[src/sv/ksd_pkg.sv]
// ksd_pkg: constants and key tables for the scan code set 1 decoder
// used by keyboard_scan_decoder_led_sender; no dependencies
package ksd_pkg;

  localparam int unsigned QueueDepth = 32;
  localparam int unsigned QAW = $clog2(QueueDepth);
  localparam int unsigned QCW = $clog2(QueueDepth + 1);

  localparam logic [7:0] CMD_LED     = 8'hED;
  localparam logic [7:0] ACK_BYTE    = 8'hFA;
  localparam logic [7:0] RESEND_BYTE = 8'hFE;
  localparam logic [7:0] SC_LSHIFT   = 8'h2A;
  localparam logic [7:0] SC_RSHIFT   = 8'h36;
  localparam logic [7:0] SC_LSHIFT_B = 8'hAA;
  localparam logic [7:0] SC_RSHIFT_B = 8'hB6;
  localparam logic [7:0] SC_CAPS     = 8'h3A;
  localparam logic [7:0] SC_NUM      = 8'h45;
  localparam logic [7:0] SC_SCROLL   = 8'h46;
  localparam logic [7:0] SC_BKSP     = 8'h0E;
  localparam logic [7:0] SC_TAB      = 8'h0F;
  localparam logic [7:0] SC_ENTER    = 8'h1C;

  localparam logic [1:0] EV_NONE  = 2'd0;
  localparam logic [1:0] EV_BKSP  = 2'd1;
  localparam logic [1:0] EV_TAB   = 2'd2;
  localparam logic [1:0] EV_ENTER = 2'd3;

  localparam logic [0:0] REQ_KEY   = 1'b0;
  localparam logic [0:0] REQ_START = 1'b1;

  localparam logic [6:0] PLAIN_TAB [128] = '{
    7'h00, 7'h00, 7'h31, 7'h32, 7'h33, 7'h34, 7'h35, 7'h36,
    7'h37, 7'h38, 7'h39, 7'h30, 7'h2d, 7'h5e, 7'h00, 7'h00,
    7'h51, 7'h57, 7'h45, 7'h52, 7'h54, 7'h59, 7'h55, 7'h49,
    7'h4f, 7'h50, 7'h40, 7'h5b, 7'h00, 7'h00, 7'h41, 7'h53,
    7'h44, 7'h46, 7'h47, 7'h48, 7'h4a, 7'h4b, 7'h4c, 7'h3b,
    7'h3a, 7'h00, 7'h00, 7'h5d, 7'h5a, 7'h58, 7'h43, 7'h56,
    7'h42, 7'h4e, 7'h4d, 7'h2c, 7'h2e, 7'h2f, 7'h00, 7'h2a,
    7'h00, 7'h20, 7'h00, 7'h00, 7'h00, 7'h00, 7'h00, 7'h00,
    7'h00, 7'h00, 7'h00, 7'h00, 7'h00, 7'h00, 7'h00, 7'h37,
    7'h38, 7'h39, 7'h2d, 7'h34, 7'h35, 7'h36, 7'h2b, 7'h31,
    7'h32, 7'h33, 7'h30, 7'h2e, 7'h00, 7'h00, 7'h00, 7'h00,
    7'h00, 7'h00, 7'h00, 7'h00, 7'h00, 7'h00, 7'h00, 7'h00,
    7'h00, 7'h00, 7'h00, 7'h00, 7'h00, 7'h00, 7'h00, 7'h00,
    7'h00, 7'h00, 7'h00, 7'h00, 7'h00, 7'h00, 7'h00, 7'h00,
    7'h00, 7'h00, 7'h00, 7'h5c, 7'h00, 7'h00, 7'h00, 7'h00,
    7'h00, 7'h00, 7'h00, 7'h00, 7'h00, 7'h5c, 7'h00, 7'h00
  };

  localparam logic [6:0] SHIFT_TAB [128] = '{
    7'h00, 7'h00, 7'h21, 7'h22, 7'h23, 7'h24, 7'h25, 7'h26,
    7'h27, 7'h28, 7'h29, 7'h7e, 7'h3d, 7'h7e, 7'h00, 7'h00,
    7'h51, 7'h57, 7'h45, 7'h52, 7'h54, 7'h59, 7'h55, 7'h49,
    7'h4f, 7'h50, 7'h60, 7'h7b, 7'h00, 7'h00, 7'h41, 7'h53,
    7'h44, 7'h46, 7'h47, 7'h48, 7'h4a, 7'h4b, 7'h4c, 7'h2b,
    7'h2a, 7'h00, 7'h00, 7'h7d, 7'h5a, 7'h58, 7'h43, 7'h56,
    7'h42, 7'h4e, 7'h4d, 7'h3c, 7'h3e, 7'h3f, 7'h00, 7'h2a,
    7'h00, 7'h20, 7'h00, 7'h00, 7'h00, 7'h00, 7'h00, 7'h00,
    7'h00, 7'h00, 7'h00, 7'h00, 7'h00, 7'h00, 7'h00, 7'h37,
    7'h38, 7'h39, 7'h2d, 7'h34, 7'h35, 7'h36, 7'h2b, 7'h31,
    7'h32, 7'h33, 7'h30, 7'h2e, 7'h00, 7'h00, 7'h00, 7'h00,
    7'h00, 7'h00, 7'h00, 7'h00, 7'h00, 7'h00, 7'h00, 7'h00,
    7'h00, 7'h00, 7'h00, 7'h00, 7'h00, 7'h00, 7'h00, 7'h00,
    7'h00, 7'h00, 7'h00, 7'h00, 7'h00, 7'h00, 7'h00, 7'h00,
    7'h00, 7'h00, 7'h00, 7'h5f, 7'h00, 7'h00, 7'h00, 7'h00,
    7'h00, 7'h00, 7'h00, 7'h00, 7'h00, 7'h7c, 7'h00, 7'h00
  };

endpackage

[src/sv/keyboard_scan_decoder_led_sender.sv]
// keyboard_scan_decoder_led_sender: scan code set 1 decoder with LED command queue
// depends on ksd_pkg
//
// usage:
//   s_axis carries one word per keyboard byte: tdata = scan byte,
//   tuser = request kind (0 keyboard byte, 1 start). a start word loads
//   the LEDs from cfg_wdata_i (written with cfg_we_i while idle), clears
//   shift and queues the LED command pair
//   m_axis returns exactly one word per input word: decoded character,
//   key event, the byte sent to the keyboard this word, LED and shift state
//   and a drop flag when the command queue had no room for the whole pair
//   the output is registered: a word accepted at one edge shows on m_axis
//   after that edge. throughput is one word per cycle while m_axis does not
//   stall, set by the single output register; the state update and queue
//   access finish in the same cycle
//   when m_axis stalls the output register holds, and s_axis_tready drops
//   only while the held word is not taken
//   reset clears shift, LEDs, queue pointers and the pending acknowledge;
//   queue contents are not cleared and no clearing pass is needed
module keyboard_scan_decoder_led_sender (
  input  logic        clk_i,
  input  logic        rst_ni,
  input  logic        cfg_we_i,
  input  logic [2:0]  cfg_wdata_i,
  input  logic        s_axis_tvalid,
  output logic        s_axis_tready,
  input  logic [7:0]  s_axis_tdata,  // scan_byte
  input  logic [0:0]  s_axis_tuser,  // req_type
  output logic        m_axis_tvalid,
  input  logic        m_axis_tready,
  output logic [31:0] m_axis_tdata   // char_valid, char_code[7], key_event[2],
                                     // send_valid, send_byte[8], led_state[3],
                                     // shift_state[2], cmd_dropped, zero pad
);

  localparam int unsigned D   = ksd_pkg::QueueDepth;
  localparam int unsigned AW  = ksd_pkg::QAW;
  localparam int unsigned CW  = ksd_pkg::QCW;

  logic [2:0]    init_q;
  logic [1:0]    shift_q, shift_d;
  logic [2:0]    led_q, led_d;
  logic [AW-1:0] head_q, head_d;
  logic [CW-1:0] cnt_q, cnt_d;
  logic          ack_q, ack_d;
  logic [7:0]    pend_q, pend_d;
  logic [7:0]    mem_q [D];
  logic          out_v_q;
  logic [31:0]   out_q, out_d;

  logic          acc;
  logic [7:0]    b;
  logic          is_start;
  logic [6:0]    ch;
  logic [1:0]    ev;
  logic          push, ok1, ok2, dropped, sv, pop;
  logic [7:0]    sb;
  logic [AW:0]   tail_w, tail2_w;
  logic [AW-1:0] tail1, tail2;
  logic [CW-1:0] cnt_p;

  assign s_axis_tready = !out_v_q || m_axis_tready;
  assign acc = s_axis_tvalid && s_axis_tready;
  assign b = s_axis_tdata;
  assign is_start = (s_axis_tuser == ksd_pkg::REQ_START);
  assign m_axis_tvalid = out_v_q;
  assign m_axis_tdata = out_q;

  always_comb begin
    shift_d = shift_q;
    led_d   = led_q;
    ack_d   = ack_q;
    ch      = '0;
    ev      = ksd_pkg::EV_NONE;
    push    = 1'b0;
    sv      = 1'b0;
    sb      = '0;
    if (is_start) begin
      led_d   = init_q;
      shift_d = '0;
      push    = 1'b1;
    end else begin
      if (!b[7]) begin
        ch = (shift_q == 2'd0) ? ksd_pkg::PLAIN_TAB[b[6:0]] : ksd_pkg::SHIFT_TAB[b[6:0]];
        if (ch >= 7'h41 && ch <= 7'h5A && (led_q[2] == (shift_q != 2'd0))) begin
          ch = ch + 7'h20;
        end
      end
      case (b)
        ksd_pkg::SC_BKSP:  ev = ksd_pkg::EV_BKSP;
        ksd_pkg::SC_TAB:   ev = ksd_pkg::EV_TAB;
        ksd_pkg::SC_ENTER: ev = ksd_pkg::EV_ENTER;
        default:           ev = ksd_pkg::EV_NONE;
      endcase
      case (b)
        ksd_pkg::SC_LSHIFT:   shift_d[0] = 1'b1;
        ksd_pkg::SC_RSHIFT:   shift_d[1] = 1'b1;
        ksd_pkg::SC_LSHIFT_B: shift_d[0] = 1'b0;
        ksd_pkg::SC_RSHIFT_B: shift_d[1] = 1'b0;
        ksd_pkg::SC_CAPS: begin
          led_d[2] = !led_q[2];
          push = 1'b1;
        end
        ksd_pkg::SC_NUM: begin
          led_d[1] = !led_q[1];
          push = 1'b1;
        end
        ksd_pkg::SC_SCROLL: begin
          led_d[0] = !led_q[0];
          push = 1'b1;
        end
        ksd_pkg::ACK_BYTE: ack_d = 1'b0;
        ksd_pkg::RESEND_BYTE: begin
          if (ack_q) begin
            sv = 1'b1;
            sb = pend_q;
          end
        end
        default: ;
      endcase
    end

    ok1 = push && (cnt_q < CW'(D));
    ok2 = push && (cnt_q < CW'(D - 1));
    dropped = push && !ok2;
    cnt_p = cnt_q + CW'(ok1) + CW'(ok2);

    tail_w  = (AW+1)'(head_q) + (AW+1)'(cnt_q);
    if (tail_w >= (AW+1)'(D)) tail_w = tail_w - (AW+1)'(D);
    tail1   = tail_w[AW-1:0];
    tail2_w = tail_w + (AW+1)'(1);
    if (tail2_w >= (AW+1)'(D)) tail2_w = tail2_w - (AW+1)'(D);
    tail2   = tail2_w[AW-1:0];

    pop    = !sv && !ack_d && (cnt_p != '0);
    head_d = head_q;
    cnt_d  = cnt_p;
    pend_d = pend_q;
    if (pop) begin
      pend_d = (cnt_q == '0) ? ksd_pkg::CMD_LED : mem_q[head_q];
      head_d = (head_q == AW'(D - 1)) ? '0 : head_q + AW'(1);
      cnt_d  = cnt_p - CW'(1);
      ack_d  = 1'b1;
      sv     = 1'b1;
      sb     = pend_d;
    end

    out_d = {7'd0, dropped, shift_d, led_d, sb, sv, ev, ch, (ch != 7'd0)};
  end

  always_ff @(posedge clk_i or negedge rst_ni) begin
    if (!rst_ni) begin
      init_q  <= '0;
      shift_q <= '0;
      led_q   <= '0;
      head_q  <= '0;
      cnt_q   <= '0;
      ack_q   <= 1'b0;
      pend_q  <= '0;
      out_v_q <= 1'b0;
    end else begin
      if (cfg_we_i) init_q <= cfg_wdata_i;
      if (acc) begin
        shift_q <= shift_d;
        led_q   <= led_d;
        head_q  <= head_d;
        cnt_q   <= cnt_d;
        ack_q   <= ack_d;
        pend_q  <= pend_d;
        out_v_q <= 1'b1;
      end else if (m_axis_tready) begin
        out_v_q <= 1'b0;
      end
    end
  end

  always_ff @(posedge clk_i) begin
    if (acc) out_q <= out_d;
    if (acc && ok1) mem_q[tail1] <= ksd_pkg::CMD_LED;
    if (acc && ok2) mem_q[tail2] <= {5'd0, led_d};
  end

  a_cnt_bound: assert property (@(posedge clk_i) disable iff (!rst_ni)
    cnt_q <= CW'(D)) else $error("queue count beyond depth");

  a_send_sets_ack: assert property (@(posedge clk_i) disable iff (!rst_ni)
    acc && sv |=> ack_q) else $error("byte sent without pending acknowledge");

  a_start_leds: assert property (@(posedge clk_i) disable iff (!rst_ni)
    acc && is_start |=> (led_q == $past(init_q)) && (shift_q == 2'd0))
    else $error("start did not load leds");

  a_drop_full: assert property (@(posedge clk_i) disable iff (!rst_ni)
    acc && dropped |=> (cnt_q >= CW'(D - 1))) else $error("drop with room in queue");

endmodule
[config.mk]
export PLATFORM = sky130hd
export DESIGN_NAME = keyboard_scan_decoder_led_sender
export DESIGN_NICKNAME = d
export VERILOG_FILES = /design/src/sv/ksd_pkg.sv /design/src/sv/keyboard_scan_decoder_led_sender.sv
export SDC_FILE = /design/constraint.sdc
export NUM_CORES = 1
export LEC_CHECK = 0
export ABC_AREA = 1
export BUFFER_PORTS_ARGS = -buffer_cell sky130_fd_sc_hd__buf_2
export CAP_MARGIN = 5
export CORE_ASPECT_RATIO = 1.25
export CORE_MARGIN = 2
export CORE_UTILIZATION = 50
export DETAILED_ROUTE_END_ITERATION = 7
export PLACE_DENSITY = 0.67
export SLEW_MARGIN = 5
export SYNTH_ARGS = -nofsm -noshare
export SYNTH_HDL_FRONTEND = slang
export SYNTH_SLANG_ARGS = --single-unit
[constraint.sdc]
create_clock -name clk_i -period 3.9 [get_ports clk_i]
set_input_delay 0.195 -clock clk_i [delete_from_list [all_inputs] [get_ports clk_i]]
set_output_delay 0.195 -clock clk_i [all_outputs]
set_load 0.02 [all_outputs]
==> results.sh, run 1 <==
export IMPL_status="completed"
export IMPL_critPathCaptureType="register"
export IMPL_avgSynthCellArea_um2=7.739
export IMPL_drt_initial_drc_count=877
export IMPL_placementRows=58
export IMPL_core_region_area_um2=20100
export IMPL_ir_drop_mv=0.4585
export IMPL_grt_usage_pct=27.28
export IMPL_clock_skew_ps=12.15
export IMPL_synth_top_area_share_pct=34.32
export IMPL_cts_tree="built"
export IMPL_min_path_type="in2reg"
export IMPL_yosysUniqueCellTypes=49
export IMPL_setup_viol=0
export IMPL_crit_chain="nand2_1 -> inv_1 -> nand4_1 -> inv_1 -> nor2_1 -> fa_1 -> ha_1 -> nand2_1 -> xor2_1 -> nand4_1 -> nand2_1 -> inv_1 -> nand3_1 -> nor2_1 -> xnor2_1 -> nand2_1 -> o21ai_0"
export IMPL_path_buf_inv=3
export IMPL_gp_congestion=1.016
export IMPL_nNetsFinal=1401
export IMPL_rsz0062_at_grt="false"
export IMPL_crit_fanout=6
export IMPL_syn_area_um2=10240
export IMPL_power_share_clock_pct=22.2
export IMPL_crit_top_cell="nand2_1"
export IMPL_yosysWarnings=0
export IMPL_clkTransAtPathRegs_ps=70
export IMPL_leakagePower_nw=5.178
export IMPL_die_height_um=164.0
export IMPL_synth_edf_count=117
export IMPL_worstPathArrival_ps=3670
export IMPL_p_sw_share_pct=45.15
export IMPL_synth_common_cells="nand2_1 (306), nor2_1 (194), inv_1 (134), o21ai_0 (134), edfxtp_1 (117)"
export IMPL_dominantRegCellSynth="edfxtp_1"
export IMPL_synthTopCellsByArea="edfxtp_1 (34%), nand2_1 (11%), nor2_1 (7.1%), o21ai_0 (6.6%), dfxtp_1 (6.3%)"
export IMPL_async_reset_ff_share_pct=14.37
export IMPL_cts_setup_buffers=0
export IMPL_netlist_instances=1323
export IMPL_area_delta_synth_final_pct=11.18
export IMPL_port_buffers=42
export IMPL_synth_area_leader_cell="edfxtp_1"
export IMPL_p_switching_w=0.003657
export IMPL_max_stage_delay_ps=460
export IMPL_intPower_w=0.004442
export IMPL_grt_max_degree=67
export IMPL_path_class="reg2reg"
export IMPL_drv_slew=0
export IMPL_clock_sinks=174
export IMPL_final_area_um2=11380
export IMPL_n_fill_cell=1897
export IMPL_wl_per_cell_um=17.65
export IMPL_grt_pass1_wl_mm=45.60
export IMPL_synth_most_common_cell="nand2_1"
export IMPL_diodes=0
export IMPL_crit_path_top_delay_cell="dfrtp_1"
export IMPL_ys_ff_latch=174
export IMPL_drt_wl_total_mm=28.96
export IMPL_grt_pass1_vias=8863
export IMPL_hpwl_mm=20.83
export IMPL_startpoint_type="register"
export IMPL_grt_overflow=0
export IMPL_worstPathRequired_ps=4200
export IMPL_hold_viol=0
export IMPL_fmax_mhz=297.2
export IMPL_maxCapViolCount=0
export IMPL_finalCriticalPeriod_ps=3365
export IMPL_post_cts_resized=0
export IMPL_clk_latency_ps=440
export IMPL_worst_pin_slew_ps=810.7
export IMPL_cts_buffers_inserted=17
export IMPL_power_density_nw_per_um2=711.5
export IMPL_slew_headroom_pct=45.90
export IMPL_vias_per_cell=5.606
export IMPL_seq_power_share_pct=31.3
export IMPL_htreeDepth=4
export IMPL_cts_hold_buf=4
export IMPL_io_pins=51
export IMPL_drc=0
export IMPL_dpl_instance_area_um2=10730
export IMPL_via_count=9199
export IMPL_ant_nets=0
export IMPL_dieArea_um2=21650
export IMPL_antenna_found_initial=0
export IMPL_tns_ps=0
export IMPL_power_frac_comb_pct=46.6
export IMPL_yosysSeqAreaShare_pct=46.68
export IMPL_finalCritPeriodShare_pct=86.28
export IMPL_fp_dieW_um=132.0
export IMPL_root_buffer="clkbuf_16"
export IMPL_start_util_pct=50.93
export IMPL_final_layout_size_suffix_gt1_share_pct=11.01
export IMPL_critPathTopFamily="simple AND/OR/NAND/NOR gates"
export IMPL_first_pass_iters=5
export IMPL_clockBufferDepth=2
## logic make-up after synthesis
| group | count (synthesis) | share of synthesized area [%] |
|---|---|---|
| AO/OA/AOI/OAI | 268 | 14.42 |
| AND/OR/NAND/NOR | 623 | 25.64 |
| adder cells (fa/ha/maj) | 26 | 3.324 |
| other | 1 | 0.03663 |
| flip-flops | 174 | 46.68 |
| XOR/XNOR | 15 | 1.283 |
| buffers and inverters | 216 | 8.615 |
## metal layers
layer  share of wire, %  track usage [%]
met2                 51            49.08
met3                5.1            3.951
met4                4.4            14.92
met5                  0                0
met1                 39            31.35
## flip-flops by register name, indices dropped and copies added (netlist names)
name	cells
led_q	3
head_q	5
init_q	3
shift_q	2
pend_q	4
cnt_q	6
mem_q	128
m_axis_tvalid	1
ack_q	1
m_axis_tdata	21
## layout by cell type, fill, tap and decap left out, types with 3 or more instances in the layout
cell type,Yosys,final
o211ai_1,8,8
dfxtp_1,32,32
buf_4,15,21
o21ai_0,134,134
nand2_1,306,306
dfrtp_1,25,24
dlygate4sd3_1,0,4
a21oi_1,67,67
o221ai_1,9,9
bufinv_16,0,3
buf_2,9,42
o21ai_2,6,8
o21ai_1,10,8
nand3_1,69,69
nor2_1,194,194
xnor2_1,5,5
nor2_4,7,7
clkinv_1,2,4
a21boi_0,4,4
inv_6,0,5
nand4_1,9,9
nor2_2,9,9
a31oi_1,6,6
nor3_1,16,16
clkbuf_16,0,17
ha_1,24,24
o22ai_1,18,18
edfxtp_1,117,117
xor2_1,10,10
conb_1,1,8
inv_2,19,19
inv_1,134,133
## power by group through the flow
stage          registers (W)  logic (W)  clock network [W]
4_1_cts              0.00253    0.00371            0.00180
6_report             0.00253    0.00377            0.00179
2_1_floorplan        0.00254    0.00252                  0
3_3_place_gp         0.00256    0.00365                  0
5_1_grt              0.00257    0.00416            0.00188
3_5_place_dp         0.00257    0.00369                  0
## layout make-up
| cell class | count | area, µm² | area share (%) |
|---|---|---|---|
| well taps | 270 | 337.8 | 2.968 |
| flip-flops and latches | 174 | 4781 | 42.00 |
| inverters | 156 | 588.1 | 5.166 |
| multi-input cells | 940 | 4611 | 40.50 |
| clock inverters | 14 | 178.9 | 1.572 |
| repair buffers | 69 | 447.9 | 3.935 |
| clock buffers | 18 | 439.2 | 3.858 |
## final timing paths
kind,from,end,slack (ps),cells after the start
min in group asynchronous,rst_ni,m_axis_tvalid$_DFFE_PN0P_,310,2
setup / recovery,cnt_q[3]$_DFFE_PN0P_,cnt_q[5]$_DFFE_PN0P_,540,17
hold reg to reg,mem_q[3][5]$_SDFFE_PP0P_,mem_q[3][5]$_SDFFE_PP0P_,450,2
hold / removal,cfg_we_i,init_q[1]$_DFFE_PN0P_,10,2
max in group asynchronous,rst_ni,head_q[0]$_DFFE_PN0P_,3150,2
setup reg to reg,cnt_q[3]$_DFFE_PN0P_,cnt_q[5]$_DFFE_PN0P_,540,17
## per-stage QoR
stage          utilization (%)  setup WS [ps]  hold slack [ps]  total power, W  instances
5_1_grt                  56.63          189.1            31.24        0.008603       1641
6_report                 56.63          535.1            14.22        0.008099       1641
3_5_place_dp             53.35          257.4            239.9        0.006255       1605
4_1_cts                  56.63          548.6            2.060        0.008044       1641
2_1_floorplan                -          911.7           -100.6        0.005061       1330
3_3_place_gp             53.35          402.8            232.5        0.006209       1605
Power figures use the tool's default switching activity.
==> inputs of run 2 (changes only) <==
- clock period: 3.9 -> 3.4 ns (I/O delays scaled with it)
==> results.sh, run 2 (synthesis gave the netlist of run 1 again) <==
export IMPL_setup_viol=0
export IMPL_crit_top_cell="nand2_1"
export IMPL_n_fill_cell=1865
export IMPL_slew_headroom_pct=52.43
export IMPL_diodes=0
export IMPL_layout_common_cells="nand2_1 (306), nor2_1 (194), o21ai_0 (134), inv_1 (133), edfxtp_1 (117)"
export IMPL_root_buffer="clkbuf_16"
export IMPL_ir_drop_mv=0.4545
export IMPL_die_height_um=164.0
export IMPL_crit_fanout=6
export IMPL_wl_per_cell_um=18.22
export IMPL_fp_dieW_um=132.0
export IMPL_critPathCapture="mem_q[12][0]$_DFFE_PP_"
export IMPL_ant_nets=0
export IMPL_power_density_nw_per_um2=805.5
export IMPL_rsz0062_at_grt="true"
export IMPL_io_pins=51
export IMPL_max_flop_register="mem_q"
export IMPL_cts_setup_buffers=0
export IMPL_gp_congestion=0.9806
export IMPL_cts_buffers_inserted=17
export IMPL_finalCriticalPeriod_ps=3152
export IMPL_drt_wl_total_mm=30.47
export IMPL_htreeDepth=4
export IMPL_cts_tree="built"
export IMPL_min_path_type="in2reg"
export IMPL_fin_hold_ws_ps=26.41
export IMPL_first_pass_iters=6
export IMPL_rr_worst_depth=14
export IMPL_worstPathRequired_ps=3530
export IMPL_critPathTopFamily="simple AND/OR/NAND/NOR gates"
export IMPL_crit_cells=14
export IMPL_area_delta_synth_final_pct=13.13
export IMPL_grt_pass1_vias=9083
export IMPL_drv_slew=0
export IMPL_r2r_start="head_q[0]$_DFFE_PN0P_"
export IMPL_worstPathArrival_ps=3280
export IMPL_grt_pass1_wl_mm=47.89
export IMPL_hpwl_mm=22.41
export IMPL_startpoint_type="register"
export IMPL_rrSetupSlack_ps=250
export IMPL_maxCapViolCount=0
export IMPL_final_common_cell="nand2_1"
export IMPL_finalPower_w=0.009329
export IMPL_crit_path_top_delay_cell="fa_1"
export IMPL_final_layout_size_suffix_gt1_share_pct=12.84
export IMPL_leakagePower_nw=5.298
export IMPL_grt_usage_pct=28.85
export IMPL_path_class="reg2reg"
export IMPL_hold_viol=0
export IMPL_port_buffers=42
export IMPL_fin_util_pct=57.62
export IMPL_clockBufferDepth=2
export IMPL_fmax_mhz=317.3
export IMPL_drt_initial_drc_count=774
export IMPL_drc=0
export IMPL_status="completed"
export IMPL_clock_sinks=174
export IMPL_crit_chain="ha_1 -> fa_1 -> nand2_1 -> nand2_1 -> a21oi_1 -> inv_1 -> or2_1 -> nand2_1 -> nand2_1 -> nor2_1 -> inv_1 -> nor2_1 -> inv_1 -> nand2_1"
export IMPL_start_util_pct=50.93
export IMPL_crit_start="head_q[0]$_DFFE_PN0P_"
export IMPL_clkTransAtPathRegs_ps=70
export IMPL_placementRows=58
export IMPL_largest_reg_flops=128
export IMPL_clk_latency_ps=440
export IMPL_antenna_found_initial=0
export IMPL_path_buf_inv=3
export IMPL_vias_per_cell=5.556
export IMPL_dieArea_um2=21650
export IMPL_tns_ps=0
export IMPL_nNetsFinal=1432
export IMPL_max_stage_delay_ps=430
export IMPL_clock_skew_ps=19.48
export IMPL_core_region_area_um2=20100
export IMPL_grt_max_degree=68
export IMPL_worst_pin_slew_ps=713.5
export IMPL_r2r_end="mem_q[12][0]$_DFFE_PP_"
export IMPL_via_count=9290
export IMPL_grt_overflow=0
export IMPL_finalCritPeriodShare_pct=92.70
export IMPL_critPathCaptureType="register"
## run 2: how the worst min path moves through the flow
| stage | depth (start not counted) | slack (ps) | end | start |
|---|---|---|---|---|
| 6_report | 4 | 30 | m_axis_tvalid$_DFFE_PN0P_ | m_axis_tready |
| 3_3_place_gp | 1 | 210 | init_q[2]$_DFFE_PN0P_ | rst_ni |
| 2_1_floorplan | 0 | -130 | ack_q$_DFFE_PN0P_ | rst_ni |
| 5_1_grt | 4 | 50 | m_axis_tvalid$_DFFE_PN0P_ | m_axis_tready |
| 4_1_cts | 4 | 8 | m_axis_tvalid$_DFFE_PN0P_ | m_axis_tready |
| 3_5_place_dp | 1 | 210 | m_axis_tvalid$_DFFE_PN0P_ | rst_ni |
## run 2: per-stage QoR
step,cell area (µm²),instances,setup slack [ps]
2_1_floorplan,10260,1330,436.7
3_3_place_gp,10920,1633,166.2
3_5_place_dp,10920,1633,63.71
4_1_cts,11570,1672,221.1
5_1_grt,11580,1672,-22.61
6_report,11580,1672,248.2
## run 2: cell type report
cell class	count	area [µm²]	share of cell area (%)
tap	270	337.8	2.917
sequential	174	4781	41.28
clock inverter	13	145.1	1.253
multi-input combinational	940	4622	39.90
inverter	156	588.1	5.077
timing repair buffer	100	675.6	5.833
clock buffer	19	432.9	3.738
## run 2: layer usage
metal	up-vias	part of all wire, %	global-route usage (%)
met4	0	5.6	17.54
met1	4319	37	31.86
met2	365	52	52.82
met5	-	0	0
met3	110	5.4	3.858
li1	4496	-	-
## run 2: power by group
group	leakage, nW	internal (W)	switching (W)
registers	1.66	0.00270	0.000187
logic	3.36	0.00128	0.00321
clock network	0.279	0.00105	0.000901
## run 2: worst min-delay path, cell delays in order
cell and delay, ps:
buf_2 70, inv_1 30, nand2_1 90, nand2_1 60
## run 2: what timing repair did
| action | CTS | global route |
|---|---|---|
| endpoints found under the setup margin | 0 | 15 |
| resized for setup | 0 | 2 |
| endpoints found under the hold margin | 28 | 0 |
| hold buffers | 7 | 0 |
